`config.mk`:
```
export PLATFORM = sky130hd
export DESIGN_NAME = ts_packet_header_parser
export DESIGN_NICKNAME = d
export VERILOG_FILES = /design/src/sv/tsp_pkg.sv /design/src/sv/ts_packet_header_parser.sv
export SDC_FILE = /design/constraint.sdc
export NUM_CORES = 1
export LEC_CHECK = 0
export BUFFER_PORTS_ARGS = -buffer_cell sky130_fd_sc_hd__buf_2
export CAP_MARGIN = 20
export CORE_UTILIZATION = 50
export CTS_CLUSTER_DIAMETER = 120
export DETAILED_ROUTE_END_ITERATION = 16
export GPL_TIMING_DRIVEN = 0
export PLACE_DENSITY = 0.68
export SYNTH_ARGS = -nofsm -noshare
export SYNTH_HDL_FRONTEND = slang
export SYNTH_SLANG_ARGS = --single-unit
```
`constraint.sdc`:
```
create_clock -name i_clk -period 8 [get_ports i_clk]
set_input_delay 1.2 -clock i_clk [delete_from_list [all_inputs] [get_ports i_clk]]
set_output_delay 1.2 -clock i_clk [all_outputs]
set_load 0.02 [all_outputs]
```
`src/sv/tsp_pkg.sv`:
```
// ----------------------------------------------------------------------------
// tsp_pkg
// Types and constants for the transport stream packet header parser.
// ----------------------------------------------------------------------------
package tsp_pkg;

    localparam logic [7:0] SYNC_BYTE    = 8'h47;
    localparam logic [7:0] PACKET_BYTES = 8'd188;
    localparam logic [7:0] LAST_POS     = PACKET_BYTES - 8'd1;
    localparam logic [7:0] PAYLOAD_MAX  = PACKET_BYTES - 8'd4;
    localparam logic [7:0] PAYLOAD_ADPT = PACKET_BYTES - 8'd5;
    localparam logic [7:0] M2TS_SKIP    = 8'd4;

    // byte positions inside a packet
    localparam logic [7:0] POS_HDR1  = 8'd1;
    localparam logic [7:0] POS_HDR2  = 8'd2;
    localparam logic [7:0] POS_HDR3  = 8'd3;
    localparam logic [7:0] POS_ALEN  = 8'd4;
    localparam logic [7:0] POS_AFLG  = 8'd5;
    localparam logic [7:0] POS_PCR0  = 8'd6;
    localparam logic [7:0] POS_PCR1  = 8'd7;
    localparam logic [7:0] POS_PCR2  = 8'd8;
    localparam logic [7:0] POS_PCR3  = 8'd9;
    localparam logic [7:0] POS_PCR4  = 8'd10;

    localparam logic KIND_PAYLOAD = 1'b0;
    localparam logic KIND_SUMMARY = 1'b1;

    typedef enum logic {
        PH_HUNT    = 1'b0,
        PH_COLLECT = 1'b1
    } t_phase;

    typedef struct packed {
        logic        kind;
        logic [7:0]  data_byte;
        logic [7:0]  byte_offset;
        logic [12:0] packet_id;
        logic        error_flag;
        logic        unit_start;
        logic [3:0]  cont_counter;
        logic [32:0] pcr_value;
        logic        pcr_fresh;
        logic [7:0]  payload_len;
        logic        last;
    } t_result;

endpackage

```
`src/sv/ts_packet_header_parser.sv`:
```
// ----------------------------------------------------------------------------
// ts_packet_header_parser
// Hunts for TS sync, parses the 4-byte header, adaptation length and PCR,
// emits payload bytes and one summary word per 188-byte packet.
// ----------------------------------------------------------------------------
// Usage:
//   Input channel: one stream byte per word on i_in_byte, qualified by
//   i_valid; the block drives o_stall. Output channel: result words on the
//   o_* field ports, qualified by o_valid; the sink drives i_stall.
//   i_cfg_we/i_cfg_data write m2ts_mode (skip four bytes before each hunt);
//   write it only while the block is idle.
//   Throughput: one byte per cycle while o_stall is low. The last byte of
//   a packet can give two words (final payload byte and summary); a 4-entry
//   result queue absorbs this, and o_stall rises only when it holds three or
//   more words, which happens only while the sink stalls.
//   When the sink stalls, words wait in the queue and stay stable on the
//   outputs; input is held off once the queue is nearly full.
//   Reset (synchronous, active low) empties the queue, returns to sync hunt,
//   clears the held PCR and sets m2ts_mode to 0.
// ----------------------------------------------------------------------------
module ts_packet_header_parser (
    input  logic        i_clk,
    input  logic        i_rst_n,
    input  logic        i_cfg_we,
    input  logic        i_cfg_data,
    input  logic        i_valid,
    output logic        o_stall,
    input  logic [7:0]  i_in_byte,
    output logic        o_valid,
    input  logic        i_stall,
    output logic        o_kind,
    output logic [7:0]  o_data_byte,
    output logic [7:0]  o_byte_offset,
    output logic [12:0] o_packet_id,
    output logic        o_error_flag,
    output logic        o_unit_start,
    output logic [3:0]  o_cont_counter,
    output logic [32:0] o_pcr_value,
    output logic        o_pcr_fresh,
    output logic [7:0]  o_payload_len,
    output logic        o_last
);
    import tsp_pkg::*;

    // parser state
    t_phase      r_phase, n_phase;
    logic        r_m2ts;
    logic [7:0]  r_byte_pos, n_byte_pos;
    logic [23:0] r_header_word, n_header_word;
    logic [7:0]  r_adapt_len, n_adapt_len;
    logic [1:0]  r_adapt_ctrl, n_adapt_ctrl;
    logic        r_pcr_flag, n_pcr_flag;
    logic [32:0] r_pcr_accum, n_pcr_accum;
    logic [32:0] r_pcr_hold, n_pcr_hold;

    // result queue
    t_result     r_queue [4];
    logic [1:0]  r_wr_ptr, r_rd_ptr;
    logic [2:0]  r_count;

    logic        accept, pop;
    logic        has_adapt;
    logic [8:0]  pay_start;
    logic [7:0]  pay_len;
    logic        emit_pay, emit_sum;
    logic        push_a, push_b;
    t_result     res_pay, res_sum, res_a, res_b;

    assign accept  = i_valid && !o_stall;
    assign pop     = o_valid && !i_stall;
    assign o_stall = (r_count > 3'd2);
    assign o_valid = (r_count != 3'd0);

    assign has_adapt = r_adapt_ctrl[1];
    assign pay_start = has_adapt ? ({1'b0, r_adapt_len} + 9'd5) : 9'({1'b0, POS_ALEN});

    always_comb begin
        if (!has_adapt) begin
            pay_len = PAYLOAD_MAX;
        end else if (r_adapt_len >= PAYLOAD_MAX) begin
            pay_len = 8'd0;
        end else begin
            pay_len = PAYLOAD_ADPT - r_adapt_len;
        end
    end

    always_comb begin
        n_phase       = r_phase;
        n_byte_pos    = r_byte_pos;
        n_header_word = r_header_word;
        n_adapt_len   = r_adapt_len;
        n_adapt_ctrl  = r_adapt_ctrl;
        n_pcr_flag    = r_pcr_flag;
        n_pcr_accum   = r_pcr_accum;
        n_pcr_hold    = r_pcr_hold;
        emit_pay      = 1'b0;
        emit_sum      = 1'b0;
        case (r_phase)
            PH_HUNT: begin
                if (r_m2ts && r_byte_pos < M2TS_SKIP) begin
                    n_byte_pos = r_byte_pos + 8'd1;
                end else if (i_in_byte == SYNC_BYTE) begin
                    n_phase    = PH_COLLECT;
                    n_byte_pos = POS_HDR1;
                end
            end
            PH_COLLECT: begin
                if (r_byte_pos == POS_HDR1) begin
                    n_header_word = {i_in_byte, 16'h0000};
                end else if (r_byte_pos == POS_HDR2) begin
                    n_header_word = {r_header_word[23:16], i_in_byte, 8'h00};
                end else if (r_byte_pos == POS_HDR3) begin
                    n_header_word = {r_header_word[23:8], i_in_byte};
                    n_adapt_ctrl  = i_in_byte[5:4];
                    n_adapt_len   = 8'd0;
                    n_pcr_flag    = 1'b0;
                    n_pcr_accum   = 33'd0;
                end else begin
                    if (r_byte_pos == POS_ALEN && has_adapt) begin
                        n_adapt_len = i_in_byte;
                    end
                    if (r_byte_pos == POS_AFLG && has_adapt) begin
                        n_pcr_flag = i_in_byte[4];
                    end
                    if (r_pcr_flag) begin
                        case (r_byte_pos)
                            POS_PCR0: n_pcr_accum = {i_in_byte, 25'd0};
                            POS_PCR1: n_pcr_accum = r_pcr_accum | {8'd0, i_in_byte, 17'd0};
                            POS_PCR2: n_pcr_accum = r_pcr_accum | {16'd0, i_in_byte, 9'd0};
                            POS_PCR3: n_pcr_accum = r_pcr_accum | {24'd0, i_in_byte, 1'b0};
                            POS_PCR4: begin
                                n_pcr_accum = r_pcr_accum | {32'd0, i_in_byte[7]};
                                n_pcr_hold  = n_pcr_accum;
                            end
                            default: ;
                        endcase
                    end
                    emit_pay = !(r_byte_pos == POS_ALEN && has_adapt) && (pay_len != 8'd0)
                               && ({1'b0, r_byte_pos} >= pay_start)
                               && (r_byte_pos < PACKET_BYTES);
                end
                if (r_byte_pos >= LAST_POS) begin
                    emit_sum   = 1'b1;
                    n_phase    = PH_HUNT;
                    n_byte_pos = 8'd0;
                end else begin
                    n_byte_pos = r_byte_pos + 8'd1;
                end
            end
            default: begin
                n_phase = PH_HUNT;
            end
        endcase
    end

    always_comb begin
        res_pay.kind         = KIND_PAYLOAD;
        res_pay.data_byte    = i_in_byte;
        res_pay.byte_offset  = 8'({1'b0, r_byte_pos} - pay_start);
        res_pay.packet_id    = r_header_word[20:8];
        res_pay.error_flag   = r_header_word[23];
        res_pay.unit_start   = r_header_word[22];
        res_pay.cont_counter = r_header_word[3:0];
        res_pay.pcr_value    = 33'd0;
        res_pay.pcr_fresh    = 1'b0;
        res_pay.payload_len  = pay_len;
        res_pay.last         = !emit_sum;

        res_sum              = res_pay;
        res_sum.kind         = KIND_SUMMARY;
        res_sum.data_byte    = 8'd0;
        res_sum.byte_offset  = 8'd0;
        res_sum.pcr_value    = r_pcr_hold;
        res_sum.pcr_fresh    = has_adapt && r_pcr_flag;
        res_sum.last         = 1'b1;

        res_a  = emit_pay ? res_pay : res_sum;
        res_b  = res_sum;
        push_a = accept && (emit_pay || emit_sum);
        push_b = accept && emit_pay && emit_sum;
    end

    always_ff @(posedge i_clk) begin
        if (!i_rst_n) begin
            r_phase       <= PH_HUNT;
            r_m2ts        <= 1'b0;
            r_byte_pos    <= 8'd0;
            r_header_word <= 24'd0;
            r_adapt_len   <= 8'd0;
            r_adapt_ctrl  <= 2'd0;
            r_pcr_flag    <= 1'b0;
            r_pcr_accum   <= 33'd0;
            r_pcr_hold    <= 33'd0;
        end else begin
            if (i_cfg_we) begin
                r_m2ts <= i_cfg_data;
            end
            if (accept) begin
                r_phase       <= n_phase;
                r_byte_pos    <= n_byte_pos;
                r_header_word <= n_header_word;
                r_adapt_len   <= n_adapt_len;
                r_adapt_ctrl  <= n_adapt_ctrl;
                r_pcr_flag    <= n_pcr_flag;
                r_pcr_accum   <= n_pcr_accum;
                r_pcr_hold    <= n_pcr_hold;
            end
        end
    end

    always_ff @(posedge i_clk) begin
        if (!i_rst_n) begin
            r_wr_ptr <= 2'd0;
            r_rd_ptr <= 2'd0;
            r_count  <= 3'd0;
        end else begin
            r_wr_ptr <= r_wr_ptr + {1'b0, push_a} + {1'b0, push_b};
            r_rd_ptr <= r_rd_ptr + {1'b0, pop};
            r_count  <= r_count + {2'b00, push_a} + {2'b00, push_b} - {2'b00, pop};
        end
    end

    always_ff @(posedge i_clk) begin
        if (push_a) begin
            r_queue[r_wr_ptr] <= res_a;
        end
        if (push_b) begin
            r_queue[r_wr_ptr + 2'd1] <= res_b;
        end
    end

    assign o_kind         = r_queue[r_rd_ptr].kind;
    assign o_data_byte    = r_queue[r_rd_ptr].data_byte;
    assign o_byte_offset  = r_queue[r_rd_ptr].byte_offset;
    assign o_packet_id    = r_queue[r_rd_ptr].packet_id;
    assign o_error_flag   = r_queue[r_rd_ptr].error_flag;
    assign o_unit_start   = r_queue[r_rd_ptr].unit_start;
    assign o_cont_counter = r_queue[r_rd_ptr].cont_counter;
    assign o_pcr_value    = r_queue[r_rd_ptr].pcr_value;
    assign o_pcr_fresh    = r_queue[r_rd_ptr].pcr_fresh;
    assign o_payload_len  = r_queue[r_rd_ptr].payload_len;
    assign o_last         = r_queue[r_rd_ptr].last;

`ifndef SYNTHESIS
    a_count_bound: assert property (@(posedge i_clk) disable iff (!i_rst_n)
        r_count <= 3'd4)
        else $error("result queue overflow");

    a_collect_pos: assert property (@(posedge i_clk) disable iff (!i_rst_n)
        (r_phase == PH_COLLECT) |-> (r_byte_pos >= POS_HDR1 && r_byte_pos <= LAST_POS))
        else $error("byte position out of packet range while collecting");

    a_summary_last: assert property (@(posedge i_clk) disable iff (!i_rst_n)
        (o_valid && o_kind == KIND_SUMMARY) |-> (o_last && o_data_byte == 8'd0))
        else $error("summary word not marked last");

    a_payload_word: assert property (@(posedge i_clk) disable iff (!i_rst_n)
        (o_valid && o_kind == KIND_PAYLOAD)
            |-> (o_byte_offset < o_payload_len && o_pcr_value == 33'd0))
        else $error("payload word offset beyond payload length");

    a_two_words_end: assert property (@(posedge i_clk) disable iff (!i_rst_n)
        push_b |-> (r_byte_pos == LAST_POS))
        else $error("double push away from packet end");
`endif

endmodule
```
==> impl_results.html, run 1 <==
<table>
<tr><th>Metric</th><th>Value</th></tr>
<tr><th colspan="2">Cells and area</th></tr>
<tr><td>ANT cells</td><td>0</td></tr>
<tr><td>Syn-to-layout area delta</td><td>14.05%</td></tr>
<tr><td>Post-layout nets</td><td>1,676</td></tr>
<tr><td>Share of post-route cells with drive strength above 1</td><td>18.59%</td></tr>
<tr><td>Count of fill cells added during filler insertion</td><td>2,963</td></tr>
<tr><th colspan="2">Global route</th></tr>
<tr><td>Global-route congestion overflow total</td><td>0</td></tr>
<tr><td>Via count of the first global-routing pass</td><td>12,690</td></tr>
<tr><td>Number of antenna violations at the first check in global routing</td><td>0</td></tr>
<tr><td>First-pass GRT wire length</td><td>73.93 mm</td></tr>
<tr><td>Pin count of the biggest net entering global routing</td><td>57</td></tr>
<tr><td>GRT Total Usage</td><td>25.26%</td></tr>
<tr><th colspan="2">Power and ir drop</th></tr>
<tr><td>Switching pwr</td><td>1.459 mW</td></tr>
<tr><td>Maximum ir drop on the vdd rail</td><td>0.1631 mV</td></tr>
<tr><td>Total power draw</td><td>5.427 mW</td></tr>
<tr><td>Cell-internal power</td><td>3.968 mW</td></tr>
<tr><td>Power Dens Cells</td><td>254.6 mW/mm^2</td></tr>
<tr><td>Switching fraction of total power</td><td>26.89%</td></tr>
<tr><td>Fraction of power consumed by sequential logic</td><td>42.8%</td></tr>
<tr><td>Leak Pwr</td><td>7.824 nW</td></tr>
<tr><td>Part of the power in combinational logic</td><td>20.1%</td></tr>
<tr><td>Clock network fraction of total power</td><td>37.2%</td></tr>
<tr><th colspan="2">Clock tree</th></tr>
<tr><td>Worst-skew pair later-pin latency</td><td>0.56 ns</td></tr>
<tr><td>Total number of H-tree levels</td><td>2</td></tr>
<tr><td>Number of hold buffers added after cts</td><td>0</td></tr>
<tr><td>Number of buffers created by CTS</td><td>44</td></tr>
<tr><td>CTS tree</td><td>built</td></tr>
<tr><td>Clock transition at the registers of the reported paths</td><td>0.06 ns</td></tr>
<tr><td>Post-CTS Setup Inserts</td><td>0</td></tr>
<tr><td>Clk buf depth</td><td>3</td></tr>
<tr><td>Number of sinks driven by the clock tree</td><td>428</td></tr>
<tr><td>Library cell used as clock root buffer</td><td>sky130_fd_sc_hd__clkbuf_16</td></tr>
<tr><td>Cells resized by post-CTS repair</td><td>0</td></tr>
<tr><th colspan="2">Setup path</th></tr>
<tr><td>Sequence of cells on the critical path</td><td>clkbuf_1, clkbuf_1, nand2_1, ha_1, a21oi_1, o21ai_0, nor3_1, nor3_4, clkbuf_1, a21oi_1, ha_1, inv_1, fa_1, fa_1, xnor2_1, and2_1</td></tr>
<tr><td>Startpoint types</td><td>register</td></tr>
<tr><td>Kind of critical path</td><td>reg2reg</td></tr>
<tr><td>Stage delay of the slowest cell on the critical path</td><td>0.46 ns</td></tr>
<tr><td>Cell occurring most often along the worst timing path</td><td>sky130_fd_sc_hd__clkbuf_1</td></tr>
<tr><td>Arrival time of data at the critical path endpoint</td><td>5.68 ns</td></tr>
<tr><td>R2R Path Start</td><td>r_adapt_ctrl[1]</td></tr>
<tr><td>Cell type group with the largest total delay on the critical path</td><td>adder cells</td></tr>
<tr><td>Slowest cell on the critical path</td><td>sky130_fd_sc_hd__o21ai_0</td></tr>
<tr><td>Crit path from</td><td>r_adapt_ctrl[1]</td></tr>
<tr><td>Biggest fanout along the worst timing path</td><td>10</td></tr>
<tr><td>Count of buffer and inverter cells on the critical path</td><td>4</td></tr>
<tr><td>Critical Path End Type</td><td>register</td></tr>
<tr><td>WP data required</td><td>8.45 ns</td></tr>
<tr><th colspan="2">Yosys</th></tr>
<tr><td>Warnings from Yosys</td><td>0</td></tr>
<tr><td>Async set-or-reset flop fraction in the synthesized netlist</td><td>0%</td></tr>
<tr><td>Synth top cells by count</td><td>sky130_fd_sc_hd__edfxtp_1, sky130_fd_sc_hd__dfxtp_1, sky130_fd_sc_hd__nor2_1</td></tr>
<tr><td>Area contributors post-synth</td><td>sky130_fd_sc_hd__edfxtp_1, sky130_fd_sc_hd__dfxtp_1, sky130_fd_sc_hd__mux4_2</td></tr>
<tr><td>Most area-hungry cell type in the Yosys netlist</td><td>sky130_fd_sc_hd__edfxtp_1</td></tr>
<tr><td>Top-count cell post-synth</td><td>sky130_fd_sc_hd__edfxtp_1</td></tr>
<tr><td>Count of flip-flops with a built-in enable after synthesis</td><td>244</td></tr>
<tr><td>Number of library cell types mapped by synthesis</td><td>78</td></tr>
<tr><td>Share of synthesized area occupied by flip-flops and latches</td><td>58.92%</td></tr>
<tr><td>Post-synthesis instance area</td><td>0.01869 mm^2</td></tr>
<tr><td>Area share of the largest cell type after synthesis</td><td>39.21%</td></tr>
<tr><td>Net count after synthesis</td><td>1,528</td></tr>
<tr><td>Flip-flop and latch count after synthesis</td><td>428</td></tr>
<tr><td>Primary FF master, synth</td><td>sky130_fd_sc_hd__edfxtp_1</td></tr>
<tr><td>Number of cells produced by synthesis</td><td>1,492</td></tr>
<tr><td>Mean instance size in the synthesized netlist</td><td>12.53 um^2</td></tr>
<tr><th colspan="2">Timing</th></tr>
<tr><td>Setup repair after global routing missed its margin</td><td>false</td></tr>
<tr><td>Hold Slack</td><td>0.4600 ns</td></tr>
<tr><td>Pins Over Slew Limit</td><td>0</td></tr>
<tr><td>Setup TNS</td><td>0 ns</td></tr>
<tr><td>Setup-failing EPs final</td><td>0</td></tr>
<tr><td>Final setup margin</td><td>2.767 ns</td></tr>
<tr><td>Hold Fails Final Rpt</td><td>0</td></tr>
<tr><td>Maximum operating frequency</td><td>0.1911 GHz</td></tr>
<tr><td>Final Cycle Share</td><td>65.41%</td></tr>
<tr><td>Setup Skew</td><td>0.02604 ns</td></tr>
<tr><td>Max-Slew Margin vs Limit</td><td>34.24%</td></tr>
<tr><td>Final critical delay including setup and external delays</td><td>5.233 ns</td></tr>
<tr><td>Worst slew pin tran</td><td>0.9864 ns</td></tr>
<tr><th colspan="2">Worst hold path</th></tr>
<tr><td>Worst hold path class</td><td>reg2reg</td></tr>
<tr><td>Source of the worst hold timing path</td><td>r_queue[1][64]</td></tr>
<tr><th colspan="2">Floorplan</th></tr>
<tr><td>Core region area</td><td>0.03670 mm^2</td></tr>
<tr><td>Die Span X</td><td>195.3 um</td></tr>
<tr><td>Count of standard-cell rows</td><td>70</td></tr>
<tr><td>Die outline height</td><td>195.3 um</td></tr>
<tr><td>Floorplan die area</td><td>0.03815 mm^2</td></tr>
<tr><td>Initial core utilization</td><td>50.92%</td></tr>
<tr><td>Number of I/O pins</td><td>95</td></tr>
<tr><th colspan="2">Place</th></tr>
<tr><td>Number of port buffers</td><td>94</td></tr>
<tr><td>Hpwl dp</td><td>31.54 mm</td></tr>
<tr><td>Global placer's final weighted congestion</td><td>0.9303</td></tr>
<tr><td>Setup Slack @ Placement</td><td>2.876 ns</td></tr>
<tr><th colspan="2">Route</th></tr>
<tr><td>Detailed-route wire length</td><td>47.37 mm</td></tr>
<tr><td>Number of detailed-route iterations in the first pass</td><td>5</td></tr>
<tr><td>Number of routed nets with antenna violations</td><td>0</td></tr>
<tr><td>Routed wire per std cell</td><td>22.13 um</td></tr>
<tr><td>Mean number of vias per cell</td><td>5.927</td></tr>
<tr><td>Residual DRC</td><td>0</td></tr>
<tr><td>Number of DRC violations after detailed-routing iteration 0</td><td>1,091</td></tr>
<tr><td>Number of vias after detailed routing</td><td>12,690</td></tr>
<tr><th colspan="2">Run</th></tr>
<tr><td>Max-cap check violation count</td><td>0</td></tr>
<tr><th colspan="2">Run status</th></tr>
<tr><td>Outcome</td><td>finished, final reports clean</td></tr>
</table>
-- layer usage --
layer,GRT usage (%),wire [um],vias up
met5,0,0,-
met4,7.291,1042,0
li1,-,-,5804
met1,35.64,20980,6365
met3,4.145,3069,75
met2,40.38,22280,446
-- placed cells by master, fill, tap and decap left out, types with 46 or more instances in the layout --
cell type / count
sky130_fd_sc_hd__nor2_1: 145
sky130_fd_sc_hd__clkbuf_1: 76
sky130_fd_sc_hd__and3_1: 76
sky130_fd_sc_hd__edfxtp_1: 244
sky130_fd_sc_hd__buf_2: 118
sky130_fd_sc_hd__clkbuf_16: 46
sky130_fd_sc_hd__a21boi_0: 53
sky130_fd_sc_hd__nand2_1: 143
sky130_fd_sc_hd__a22o_1: 48
sky130_fd_sc_hd__and2_1: 85
sky130_fd_sc_hd__dfxtp_1: 184
sky130_fd_sc_hd__mux4_2: 79
-- flip-flops by register name, indices dropped and copies added (netlist names) --
| signal | count |
|---|---|
| r_queue | 316 |
| r_rd_ptr | 2 |
| r_adapt_ctrl | 1 |
| r_pcr_hold | 33 |
| r_header_word | 19 |
| r_m2ts | 1 |
| r_phase | 1 |
| r_wr_ptr | 2 |
| r_pcr_accum | 33 |
| r_pcr_flag | 1 |
| r_count | 3 |
| r_adapt_len | 8 |
| r_byte_pos | 8 |
-- cells by family (layout without fill, tap and decap cells) --
kind of cell               after synthesis  in the layout  share of synthesized area, %
buffers and inverters                  128            309                         3.086
adders and majority gates               22             22                         1.634
xor gates and xnor gates                22             22                         1.071
and+or+nand+nor                        567            567                         15.28
muxes                                   82             82                         9.755
DFF                                    428            428                         58.92
AOI/OAI and AO/OA                      243            243                         10.26
-- final timing paths --
check	cells past startpoint	slack (ns)	end
max reg2reg	16	2.77	r_count[2]
min reg2reg	1	0.46	r_queue[1][64]
max	16	2.77	r_count[2]
min	1	0.46	r_queue[1][64]
-- area by class of cell --
cell class / count / area (um^2) / area share [%]
Inverter: 18 / 67.56 / 0.3170
Timing Repair Buffer: 102 / 623.1 / 2.923
Clock inverter: 14 / 147.6 / 0.6927
Multi-Input combinational cell: 936 / 7101 / 33.31
Buffer: 110 / 519.2 / 2.436
Tap cell: 468 / 585.6 / 2.747
Sequential cell: 428 / 11010 / 51.66
Clock buffer: 65 / 1260 / 5.911
-- power by group through the flow --
stage	Combinational, mW	Sequential [mW]	Clock, mW
6_report	1.09	2.32	2.02
5_1_grt	1.16	2.32	2.12
4_1_cts	1.10	2.32	2.04
3_5_place_dp	1.10	2.37	0
3_3_place_gp	1.08	2.37	0
2_1_floorplan	0.759	2.37	0
-- stage by stage --
step	area, um^2	std cells	util (%)
global route	21310	2141	58.08
floorplan	18690	1492	-
global placement	19740	2054	53.80
detailed placement	19890	2061	54.20
finish	21310	2141	58.08
CTS	21300	2140	58.04
Power figures use the tool's default switching activity.
==> run 2: changes to the inputs <==
clock period = 5.2 ns   (was 8 ns; I/O delays follow)
==> run 2 against run 1 <==
Compared with the run above:
- non-clock buffer count did not move
- global-route usage is the same
- total power grew 54%
- worst hold slack barely moved
- sequential share of layout area is essentially flat
- clock-buffer cell count stayed put
- core utilization hardly changed
- combinational power is 53% higher
- clock power increased by 53%
- setup slack worse by 2.4 ns
- sequential power increased by 54%
- largest power group unchanged
- highest routed layer unchanged
==> impl_results.html, run 2 (same netlist as run 1, synthesis figures left out) <==
<table>
<tr><th>Metric</th><th>Value</th></tr>
<tr><th colspan="2">Run status</th></tr>
<tr><td>Outcome</td><td>finished, final reports clean (unchanged)</td></tr>
<tr><th colspan="2">Global route</th></tr>
<tr><td>Number of antenna violations at the first check in global routing</td><td>0 (unchanged)</td></tr>
<tr><td>First-pass GRT wire length</td><td>73.93 mm (unchanged)</td></tr>
<tr><td>Global-route congestion overflow total</td><td>0 (unchanged)</td></tr>
<tr><td>Pin count of the biggest net entering global routing</td><td>57 (unchanged)</td></tr>
<tr><td>GRT Total Usage</td><td>25.26% (unchanged)</td></tr>
<tr><td>Via count of the first global-routing pass</td><td>12,690 (unchanged)</td></tr>
<tr><th colspan="2">Place</th></tr>
<tr><td># placed instances</td><td>2,061 (unchanged)</td></tr>
<tr><td>Hpwl dp</td><td>31.54 mm (unchanged)</td></tr>
<tr><td>Number of port buffers</td><td>94 (unchanged)</td></tr>
<tr><td>Global placer's final weighted congestion</td><td>0.9303 (unchanged)</td></tr>
<tr><th colspan="2">Cells and area</th></tr>
<tr><td>Leading cell type in the layout, fill and taps excluded</td><td>sky130_fd_sc_hd__edfxtp_1 (unchanged)</td></tr>
<tr><td>Non-filler cells, final</td><td>2,141 (unchanged)</td></tr>
<tr><td>Share of post-route cells with drive strength above 1</td><td>18.71% (was 18.59%)</td></tr>
<tr><td>Syn-to-layout area delta</td><td>14.07% (was 14.05%)</td></tr>
<tr><td>Leading cell types in the layout, fill and taps excluded</td><td>sky130_fd_sc_hd__edfxtp_1, sky130_fd_sc_hd__dfxtp_1, sky130_fd_sc_hd__nor2_1 (unchanged)</td></tr>
<tr><td>Max FFs per register</td><td>316 (unchanged)</td></tr>
<tr><td>ANT cells</td><td>0 (unchanged)</td></tr>
<tr><td>Post-layout nets</td><td>1,676 (unchanged)</td></tr>
<tr><td>Register with the most flip-flops</td><td>r_queue (unchanged)</td></tr>
<tr><td>Leading registers by flop count</td><td>r_queue x316, r_pcr_accum x33, r_pcr_hold x33 (unchanged)</td></tr>
<tr><th colspan="2">Setup path</th></tr>
<tr><td>Sequence of cells on the critical path</td><td>clkbuf_2, clkbuf_1, and2_1, ha_1, a21oi_1, a31oi_1, nor3_1, nor3_4, clkbuf_2, a21oi_1, ha_1, inv_1, fa_1, fa_1, xnor2_1, and2_1 (was clkbuf_1, clkbuf_1, nand2_1, ha_1, a21oi_1, o21ai_0, nor3_1, nor3_4, clkbuf_1, a21oi_1, ha_1, inv_1, fa_1, fa_1, xnor2_1, and2_1)</td></tr>
<tr><td>Critical Path End Type</td><td>register (unchanged)</td></tr>
<tr><td>WP data required</td><td>5.65 ns (was 8.45 ns)</td></tr>
<tr><td>Stage delay of the slowest cell on the critical path</td><td>0.71 ns (was 0.46 ns)</td></tr>
<tr><td>Arrival time of data at the critical path endpoint</td><td>5.30 ns (was 5.68 ns)</td></tr>
<tr><td>Biggest fanout along the worst timing path</td><td>10 (unchanged)</td></tr>
<tr><td>Slowest cell on the critical path</td><td>sky130_fd_sc_hd__nor3_1 (was sky130_fd_sc_hd__o21ai_0)</td></tr>
<tr><td>Startpoint types</td><td>register (unchanged)</td></tr>
<tr><td>Slack of the worst reg-to-reg path</td><td>0.35 ns (was 2.77 ns)</td></tr>
<tr><td>Cell type group with the largest total delay on the critical path</td><td>adder cells (unchanged)</td></tr>
<tr><td>Kind of critical path</td><td>reg2reg (unchanged)</td></tr>
<tr><td>Count of buffer and inverter cells on the critical path</td><td>4 (unchanged)</td></tr>
<tr><th colspan="2">Clock tree</th></tr>
<tr><td>Total number of H-tree levels</td><td>2 (unchanged)</td></tr>
<tr><td>Clk buf depth</td><td>3 (unchanged)</td></tr>
<tr><td>Clock transition at the registers of the reported paths</td><td>0.06 ns (about the same)</td></tr>
<tr><td>Number of hold buffers added after cts</td><td>0 (unchanged)</td></tr>
<tr><td>Number of buffers created by CTS</td><td>44 (unchanged)</td></tr>
<tr><td>CTS tree</td><td>built (unchanged)</td></tr>
<tr><td>Library cell used as clock root buffer</td><td>sky130_fd_sc_hd__clkbuf_16 (unchanged)</td></tr>
<tr><td>Number of sinks driven by the clock tree</td><td>428 (unchanged)</td></tr>
<tr><td>Worst-skew pair later-pin latency</td><td>0.55 ns (was 0.56 ns)</td></tr>
<tr><th colspan="2">Floorplan</th></tr>
<tr><td>Floorplan die area</td><td>0.03815 mm^2 (unchanged)</td></tr>
<tr><td>Die outline height</td><td>195.3 um (unchanged)</td></tr>
<tr><td>Initial core utilization</td><td>50.92% (unchanged)</td></tr>
<tr><td>Number of I/O pins</td><td>95 (unchanged)</td></tr>
<tr><td>Count of standard-cell rows</td><td>70 (unchanged)</td></tr>
<tr><td>Core region area</td><td>0.03670 mm^2 (unchanged)</td></tr>
<tr><td>Die Span X</td><td>195.3 um (unchanged)</td></tr>
<tr><th colspan="2">Power and ir drop</th></tr>
<tr><td>Switching fraction of total power</td><td>26.90% (was 26.89%)</td></tr>
<tr><td>Leak Pwr</td><td>7.832 nW (was 7.824 nW)</td></tr>
<tr><td>Part of the power in combinational logic</td><td>20.1% (about the same)</td></tr>
<tr><td>Fraction of power consumed by sequential logic</td><td>42.8% (about the same)</td></tr>
<tr><td>Cell-internal power</td><td>6.104 mW (was 3.968 mW)</td></tr>
<tr><td>Power Dens Cells</td><td>391.7 mW/mm^2 (was 254.6 mW/mm^2)</td></tr>
<tr><td>Maximum ir drop on the vdd rail</td><td>0.2512 mV (was 0.1631 mV)</td></tr>
<tr><td>Clock network fraction of total power</td><td>37.2% (about the same)</td></tr>
<tr><td>Total power draw</td><td>8.350 mW (was 5.427 mW)</td></tr>
<tr><td>Switching pwr</td><td>2.246 mW (was 1.459 mW)</td></tr>
<tr><th colspan="2">Timing</th></tr>
<tr><td>Final Cycle Share</td><td>93.28% (was 65.41%)</td></tr>
<tr><td>Hold Slack</td><td>0.4601 ns (was 0.4600 ns)</td></tr>
<tr><td>Setup Skew</td><td>0.02326 ns (was 0.02604 ns)</td></tr>
<tr><td>Max-Slew Margin vs Limit</td><td>34.63% (was 34.24%)</td></tr>
<tr><td>Setup repair after global routing missed its margin</td><td>false (unchanged)</td></tr>
<tr><td>Final critical delay including setup and external delays</td><td>4.851 ns (was 5.233 ns)</td></tr>
<tr><td>Pins Over Slew Limit</td><td>0 (unchanged)</td></tr>
<tr><td>Maximum operating frequency</td><td>0.2062 GHz (was 0.1911 GHz)</td></tr>
<tr><td>Setup-failing EPs final</td><td>0 (unchanged)</td></tr>
<tr><td>Hold Fails Final Rpt</td><td>0 (unchanged)</td></tr>
<tr><td>Worst slew pin tran</td><td>0.9805 ns (was 0.9864 ns)</td></tr>
<tr><td>Setup TNS</td><td>0 ns (unchanged)</td></tr>
<tr><th colspan="2">Route</th></tr>
<tr><td>Residual DRC</td><td>0 (unchanged)</td></tr>
<tr><td>Number of vias after detailed routing</td><td>12,660 (was 12,690)</td></tr>
<tr><td>Number of DRC violations after detailed-routing iteration 0</td><td>1,096 (was 1,091)</td></tr>
<tr><td>Routed wire per std cell</td><td>22.15 um (was 22.13 um)</td></tr>
<tr><td>Detailed-route wire length</td><td>47.42 mm (was 47.37 mm)</td></tr>
<tr><td>Number of routed nets with antenna violations</td><td>0 (unchanged)</td></tr>
<tr><td>Number of detailed-route iterations in the first pass</td><td>5 (unchanged)</td></tr>
<tr><td>Mean number of vias per cell</td><td>5.911 (was 5.927)</td></tr>
<tr><th colspan="2">Worst hold path</th></tr>
<tr><td>Worst hold path class</td><td>reg2reg (unchanged)</td></tr>
<tr><th colspan="2">Run</th></tr>
<tr><td>Max-cap check violation count</td><td>0 (unchanged)</td></tr>
</table>
## run 2: cell count changes in the layout (fill, tap and decap cells not counted)
cell and change:
sky130_fd_sc_hd__clkbuf_2 +2, sky130_fd_sc_hd__clkbuf_1 -2, sky130_fd_sc_hd__o21ai_1 +1, sky130_fd_sc_hd__o21ai_0 -1
## run 2: path summary, 6_finish.rpt
| kind | from | endpoint | depth (start not counted) |
|---|---|---|---|
| max | r_adapt_ctrl[1] | r_count[2] | 16 |
| min | r_queue[1][64] | r_queue[1][64] | 1 |
| max reg2reg | r_adapt_ctrl[1] | r_count[2] | 16 |
| min reg2reg | r_queue[1][64] | r_queue[1][64] | 1 |
## run 2: routing by layer
metal	GRT usage (%)	routed length, um	vias to the layer above
li1	-	-	5802
met1	35.64	21080	6337
met2	40.38	22350	450
met3	4.145	3032	67
met4	7.291	954	0
met5	0	0	-
## run 2: stage by stage
step / setup slack (ns) / utilization (%) / cell area [um^2]
finish: 0.3492 / 58.09 / 21320
global route: 0.1259 / 58.09 / 21320
CTS: 0.01971 / 58.04 / 21300
detailed placement: 0.07636 / 54.20 / 19890
global placement: -0.1820 / 53.80 / 19740
floorplan: 0.9508 / - / 18690
## run 2: layout make-up
type | instances | area, um^2
fill | 2964 | 15380
sequential | 428 | 11010
multi-input combinational | 936 | 7101
clock buffer | 65 | 1260
timing repair buffer | 102 | 623.1
tap | 468 | 585.6
buffer | 110 | 521.8
clock inverter | 14 | 147.6
inverter | 18 | 67.56
## run 2: repair_timing
action,in CTS,in global routing
resized for setup,0,5
setup buffers,0,0
endpoints found under the setup margin,0,2
## run 2: power groups by stage
stage | clock, mW | sequential (mW) | combinational [mW]
final | 3.10 | 3.57 | 1.67
after global routing | 3.26 | 3.57 | 1.78
after CTS | 3.14 | 3.57 | 1.69
after detailed placement | 0 | 3.64 | 1.69
after global placement | 0 | 3.64 | 1.67
after floorplan | 0 | 3.64 | 1.17
## run 2: worst register-to-register path: cells and delay by family, from the launching register on
kind | cells | cell delay [ns]
fa+ha+maj | 4 | 1.25
simple gates | 4 | 1.23
buf+inv | 4 | 1.00
compound gates | 3 | 0.73
flops | 1 | 0.43
xor+xnor | 1 | 0.13
==> run 3: changes to the inputs <==
RECOVER_POWER = 25   (was unset)
==> run 3 against run 2 <==
Compared with the run above:
- sequential power about the same
- final cell count is the same
- clock skew is essentially flat
- highest routed layer unchanged
- the run now ends with max-capacitance violations left
- worst hold slack lost 0.0029 ns
- core utilization down 0.34 points
- clock power hardly changed
- combinational power shrank 4%
- largest cell class unchanged
- largest power group unchanged
==> impl_results.html, run 3 (same netlist as run 1, synthesis figures left out) <==
<table>
<tr><th>Metric</th><th>Value</th></tr>
<tr><th colspan="2">Global route</th></tr>
<tr><td>Global-route congestion overflow total</td><td>0 (unchanged)</td></tr>
<tr><td>First-pass GRT wire length</td><td>73.93 mm (unchanged)</td></tr>
<tr><td>Number of antenna violations at the first check in global routing</td><td>0 (unchanged)</td></tr>
<tr><td>GRT Total Usage</td><td>25.26% (unchanged)</td></tr>
<tr><td>Via count of the first global-routing pass</td><td>12,690 (unchanged)</td></tr>
<tr><td>Pin count of the biggest net entering global routing</td><td>57 (unchanged)</td></tr>
<tr><th colspan="2">Route</th></tr>
<tr><td>Number of routed nets with antenna violations</td><td>0 (unchanged)</td></tr>
<tr><td>Residual DRC</td><td>0 (unchanged)</td></tr>
<tr><td>Mean number of vias per cell</td><td>5.897 (was 5.911)</td></tr>
<tr><td>Highest routed metal layer</td><td>met4 (unchanged)</td></tr>
<tr><td>DRT met1 WL</td><td>21.30 mm (was 21.08 mm)</td></tr>
<tr><td>Met3 WL post-DR</td><td>2.827 mm (was 3.032 mm)</td></tr>
<tr><td>Met2 wire length</td><td>22.25 mm (was 22.35 mm)</td></tr>
<tr><td>Number of detailed-route iterations in the first pass</td><td>5 (unchanged)</td></tr>
<tr><td>Number of DRC violations after detailed-routing iteration 0</td><td>1,082 (was 1,096)</td></tr>
<tr><td>Routed wire per std cell</td><td>22.13 um (was 22.15 um)</td></tr>
<tr><td>Number of vias after detailed routing</td><td>12,630 (was 12,660)</td></tr>
<tr><td>Detailed-route wire length</td><td>47.37 mm (was 47.42 mm)</td></tr>
<tr><th colspan="2">Clock tree</th></tr>
<tr><td>Worst-skew pair later-pin latency</td><td>0.55 ns (about the same)</td></tr>
<tr><td>Clk buf depth</td><td>3 (unchanged)</td></tr>
<tr><td>Library cell used as clock root buffer</td><td>sky130_fd_sc_hd__clkbuf_16 (unchanged)</td></tr>
<tr><td>Number of sinks driven by the clock tree</td><td>428 (unchanged)</td></tr>
<tr><td>Post-CTS Setup Inserts</td><td>0 (unchanged)</td></tr>
<tr><td>Number of buffers created by CTS</td><td>44 (unchanged)</td></tr>
<tr><td>Clock transition at the registers of the reported paths</td><td>0.06 ns (about the same)</td></tr>
<tr><td>Number of hold buffers added after cts</td><td>0 (unchanged)</td></tr>
<tr><td>Total number of H-tree levels</td><td>2 (unchanged)</td></tr>
<tr><td>CTS tree</td><td>built (unchanged)</td></tr>
<tr><th colspan="2">Place</th></tr>
<tr><td>Hpwl dp</td><td>31.54 mm (unchanged)</td></tr>
<tr><td>Global placer's final weighted congestion</td><td>0.9303 (unchanged)</td></tr>
<tr><td>Number of port buffers</td><td>94 (unchanged)</td></tr>
<tr><td>Setup Slack @ Placement</td><td>0.07636 ns (unchanged)</td></tr>
<tr><td>Placed cell area</td><td>0.01989 mm^2 (unchanged)</td></tr>
<tr><th colspan="2">Cells and area</th></tr>
<tr><td>Final design instance area without fill</td><td>0.02119 mm^2 (was 0.02132 mm^2)</td></tr>
<tr><td>Leading cell types in the layout, fill and taps excluded</td><td>sky130_fd_sc_hd__edfxtp_1, sky130_fd_sc_hd__dfxtp_1, sky130_fd_sc_hd__nor2_1 (unchanged)</td></tr>
<tr><td>Layout Utilization</td><td>57.75% (was 58.09%)</td></tr>
<tr><td>Leading cell type in the layout, fill and taps excluded</td><td>sky130_fd_sc_hd__edfxtp_1 (unchanged)</td></tr>
<tr><td>Post-layout nets</td><td>1,676 (unchanged)</td></tr>
<tr><td>Area used by multi-input combinational logic</td><td>0.007064 mm^2 (was 0.007101 mm^2)</td></tr>
<tr><td>Sequential cell area</td><td>0.01101 mm^2 (unchanged)</td></tr>
<tr><td>Share of post-route cells with drive strength above 1</td><td>15.24% (was 18.71%)</td></tr>
<tr><td>Max FFs per register</td><td>316 (unchanged)</td></tr>
<tr><td>Count of fill cells added during filler insertion</td><td>3,004 (was 2,964)</td></tr>
<tr><td>Syn-to-layout area delta</td><td>13.40% (was 14.07%)</td></tr>
<tr><td>ANT cells</td><td>0 (unchanged)</td></tr>
<tr><td>Register with the most flip-flops</td><td>r_queue (unchanged)</td></tr>
<tr><td>Leading registers by flop count</td><td>r_queue x316, r_pcr_accum x33, r_pcr_hold x33 (unchanged)</td></tr>
<tr><th colspan="2">Timing</th></tr>
<tr><td>Final critical delay including setup and external delays</td><td>4.837 ns (was 4.851 ns)</td></tr>
<tr><td>Final Cycle Share</td><td>93.02% (was 93.28%)</td></tr>
<tr><td>Setup repair after global routing missed its margin</td><td>false (unchanged)</td></tr>
<tr><td>Pins Over Slew Limit</td><td>0 (unchanged)</td></tr>
<tr><td>Hold Fails Final Rpt</td><td>0 (unchanged)</td></tr>
<tr><td>Setup Skew</td><td>0.02334 ns (was 0.02326 ns)</td></tr>
<tr><td>Final setup margin</td><td>0.3631 ns (was 0.3492 ns)</td></tr>
<tr><td>Worst slew pin tran</td><td>1.460 ns (was 0.9805 ns)</td></tr>
<tr><td>Setup-failing EPs final</td><td>0 (unchanged)</td></tr>
<tr><td>Maximum operating frequency</td><td>0.2067 GHz (was 0.2062 GHz)</td></tr>
<tr><td>Max-Slew Margin vs Limit</td><td>1.371% (was 34.63%)</td></tr>
<tr><td>Setup TNS</td><td>0 ns (unchanged)</td></tr>
<tr><th colspan="2">Setup path</th></tr>
<tr><td>Arrival time of data at the critical path endpoint</td><td>5.28 ns (was 5.30 ns)</td></tr>
<tr><td>Kind of critical path</td><td>reg2reg (unchanged)</td></tr>
<tr><td>Startpoint types</td><td>register (unchanged)</td></tr>
<tr><td>Biggest fanout along the worst timing path</td><td>10 (unchanged)</td></tr>
<tr><td>Critical Path End Type</td><td>register (unchanged)</td></tr>
<tr><td>WP data required</td><td>5.65 ns (about the same)</td></tr>
<tr><th colspan="2">Power and ir drop</th></tr>
<tr><td>Leak Pwr</td><td>7.685 nW (was 7.832 nW)</td></tr>
<tr><td>Power Dens Cells</td><td>391.0 mW/mm^2 (was 391.7 mW/mm^2)</td></tr>
<tr><td>Total power draw</td><td>8.286 mW (was 8.350 mW)</td></tr>
<tr><td>Maximum ir drop on the vdd rail</td><td>0.2510 mV (was 0.2512 mV)</td></tr>
<tr><th colspan="2">Floorplan</th></tr>
<tr><td>Die Span X</td><td>195.3 um (unchanged)</td></tr>
<tr><td>Count of standard-cell rows</td><td>70 (unchanged)</td></tr>
<tr><td>Core region area</td><td>0.03670 mm^2 (unchanged)</td></tr>
<tr><td>Die outline height</td><td>195.3 um (unchanged)</td></tr>
<tr><td>Number of I/O pins</td><td>95 (unchanged)</td></tr>
<tr><td>Floorplan die area</td><td>0.03815 mm^2 (unchanged)</td></tr>
<tr><td>Initial core utilization</td><td>50.92% (unchanged)</td></tr>
<tr><th colspan="2">Run status</th></tr>
<tr><td>Violations in the final reports</td><td>max-capacitance violations</td></tr>
<tr><td>Outcome</td><td>complete, but fails checks (was finished, final reports clean)</td></tr>
<tr><th colspan="2">Worst hold path</th></tr>
<tr><td>Worst hold path class</td><td>reg2reg (unchanged)</td></tr>
<tr><th colspan="2">Run</th></tr>
<tr><td>Max-cap check violation count</td><td>1 (was 0)</td></tr>
</table>
## run 3: path summary, 6_finish.rpt
check | startpoint | end | slack (ns) | cells after the start
worst min register to register | r_queue[1][64] | r_queue[1][64] | 0.46 | 1
worst max register to register | r_adapt_ctrl[1] | r_count[2] | 0.36 | 16
worst min-delay path | r_queue[1][64] | r_queue[1][64] | 0.46 | 1
worst max-delay path | r_adapt_ctrl[1] | r_count[2] | 0.36 | 16
## run 3: layout make-up
| cell class | instances | share of cell area, % |
|---|---|---|
| timing repair buffer | 102 | 2.598 |
| inverter | 18 | 0.3188 |
| buffer | 110 | 2.385 |
| multi-input combinational | 936 | 33.34 |
| tap | 468 | 2.763 |
| clock buffer | 65 | 5.946 |
| clock inverter | 14 | 0.6967 |
| sequential | 428 | 51.96 |
## run 3: through the flow
step                cells  hold WS, ns
global route         2141       0.4718
finish               2141       0.4572
detailed placement   2061       0.4441
floorplan            1492       0.4271
global placement     2054       0.4400
CTS                  2140       0.4592
## run 3: per-layer routing
| layer | vias to the layer above | global-route usage [%] |
|---|---|---|
| met3 | 74 | 4.145 |
| li1 | 5800 | - |
| met5 | - | 0 |
| met1 | 6336 | 35.64 |
| met2 | 415 | 40.38 |
| met4 | 0 | 7.291 |
## run 3: worst max-delay path, cell delays in order (launching register included)
cell and delay (ns):
sky130_fd_sc_hd__dfxtp_1 0.42, sky130_fd_sc_hd__clkbuf_2 0.29, sky130_fd_sc_hd__clkbuf_1 0.40, sky130_fd_sc_hd__and2_0 0.20, sky130_fd_sc_hd__ha_1 0.28, sky130_fd_sc_hd__a21oi_1 0.24
sky130_fd_sc_hd__a31oi_1 0.18, sky130_fd_sc_hd__nor3_1 0.70, sky130_fd_sc_hd__nor3_4 0.16, sky130_fd_sc_hd__clkbuf_2 0.26, sky130_fd_sc_hd__a21oi_1 0.32, sky130_fd_sc_hd__ha_1 0.19
sky130_fd_sc_hd__inv_1 0.05, sky130_fd_sc_hd__fa_1 0.40, sky130_fd_sc_hd__fa_1 0.38, sky130_fd_sc_hd__xnor2_1 0.13, sky130_fd_sc_hd__and2_1 0.15
## run 3: repair_timing
| item | 4_1_cts | 5_1_grt |
|---|---|---|
| endpoints found under the setup margin | 0 | 2 |
| endpoints found under the hold margin | 0 | 0 |
| gates resized for setup | 0 | 5 |
## run 3: where the power goes
group          leakage (nW)  total [mW]  switching (mW)  internal (mW)
clock network         0.696        3.10            1.27           1.83
logic                  2.96        1.61           0.954          0.658
registers              4.03        3.57          0.0156           3.56
total                  7.69        8.29            2.24           6.04
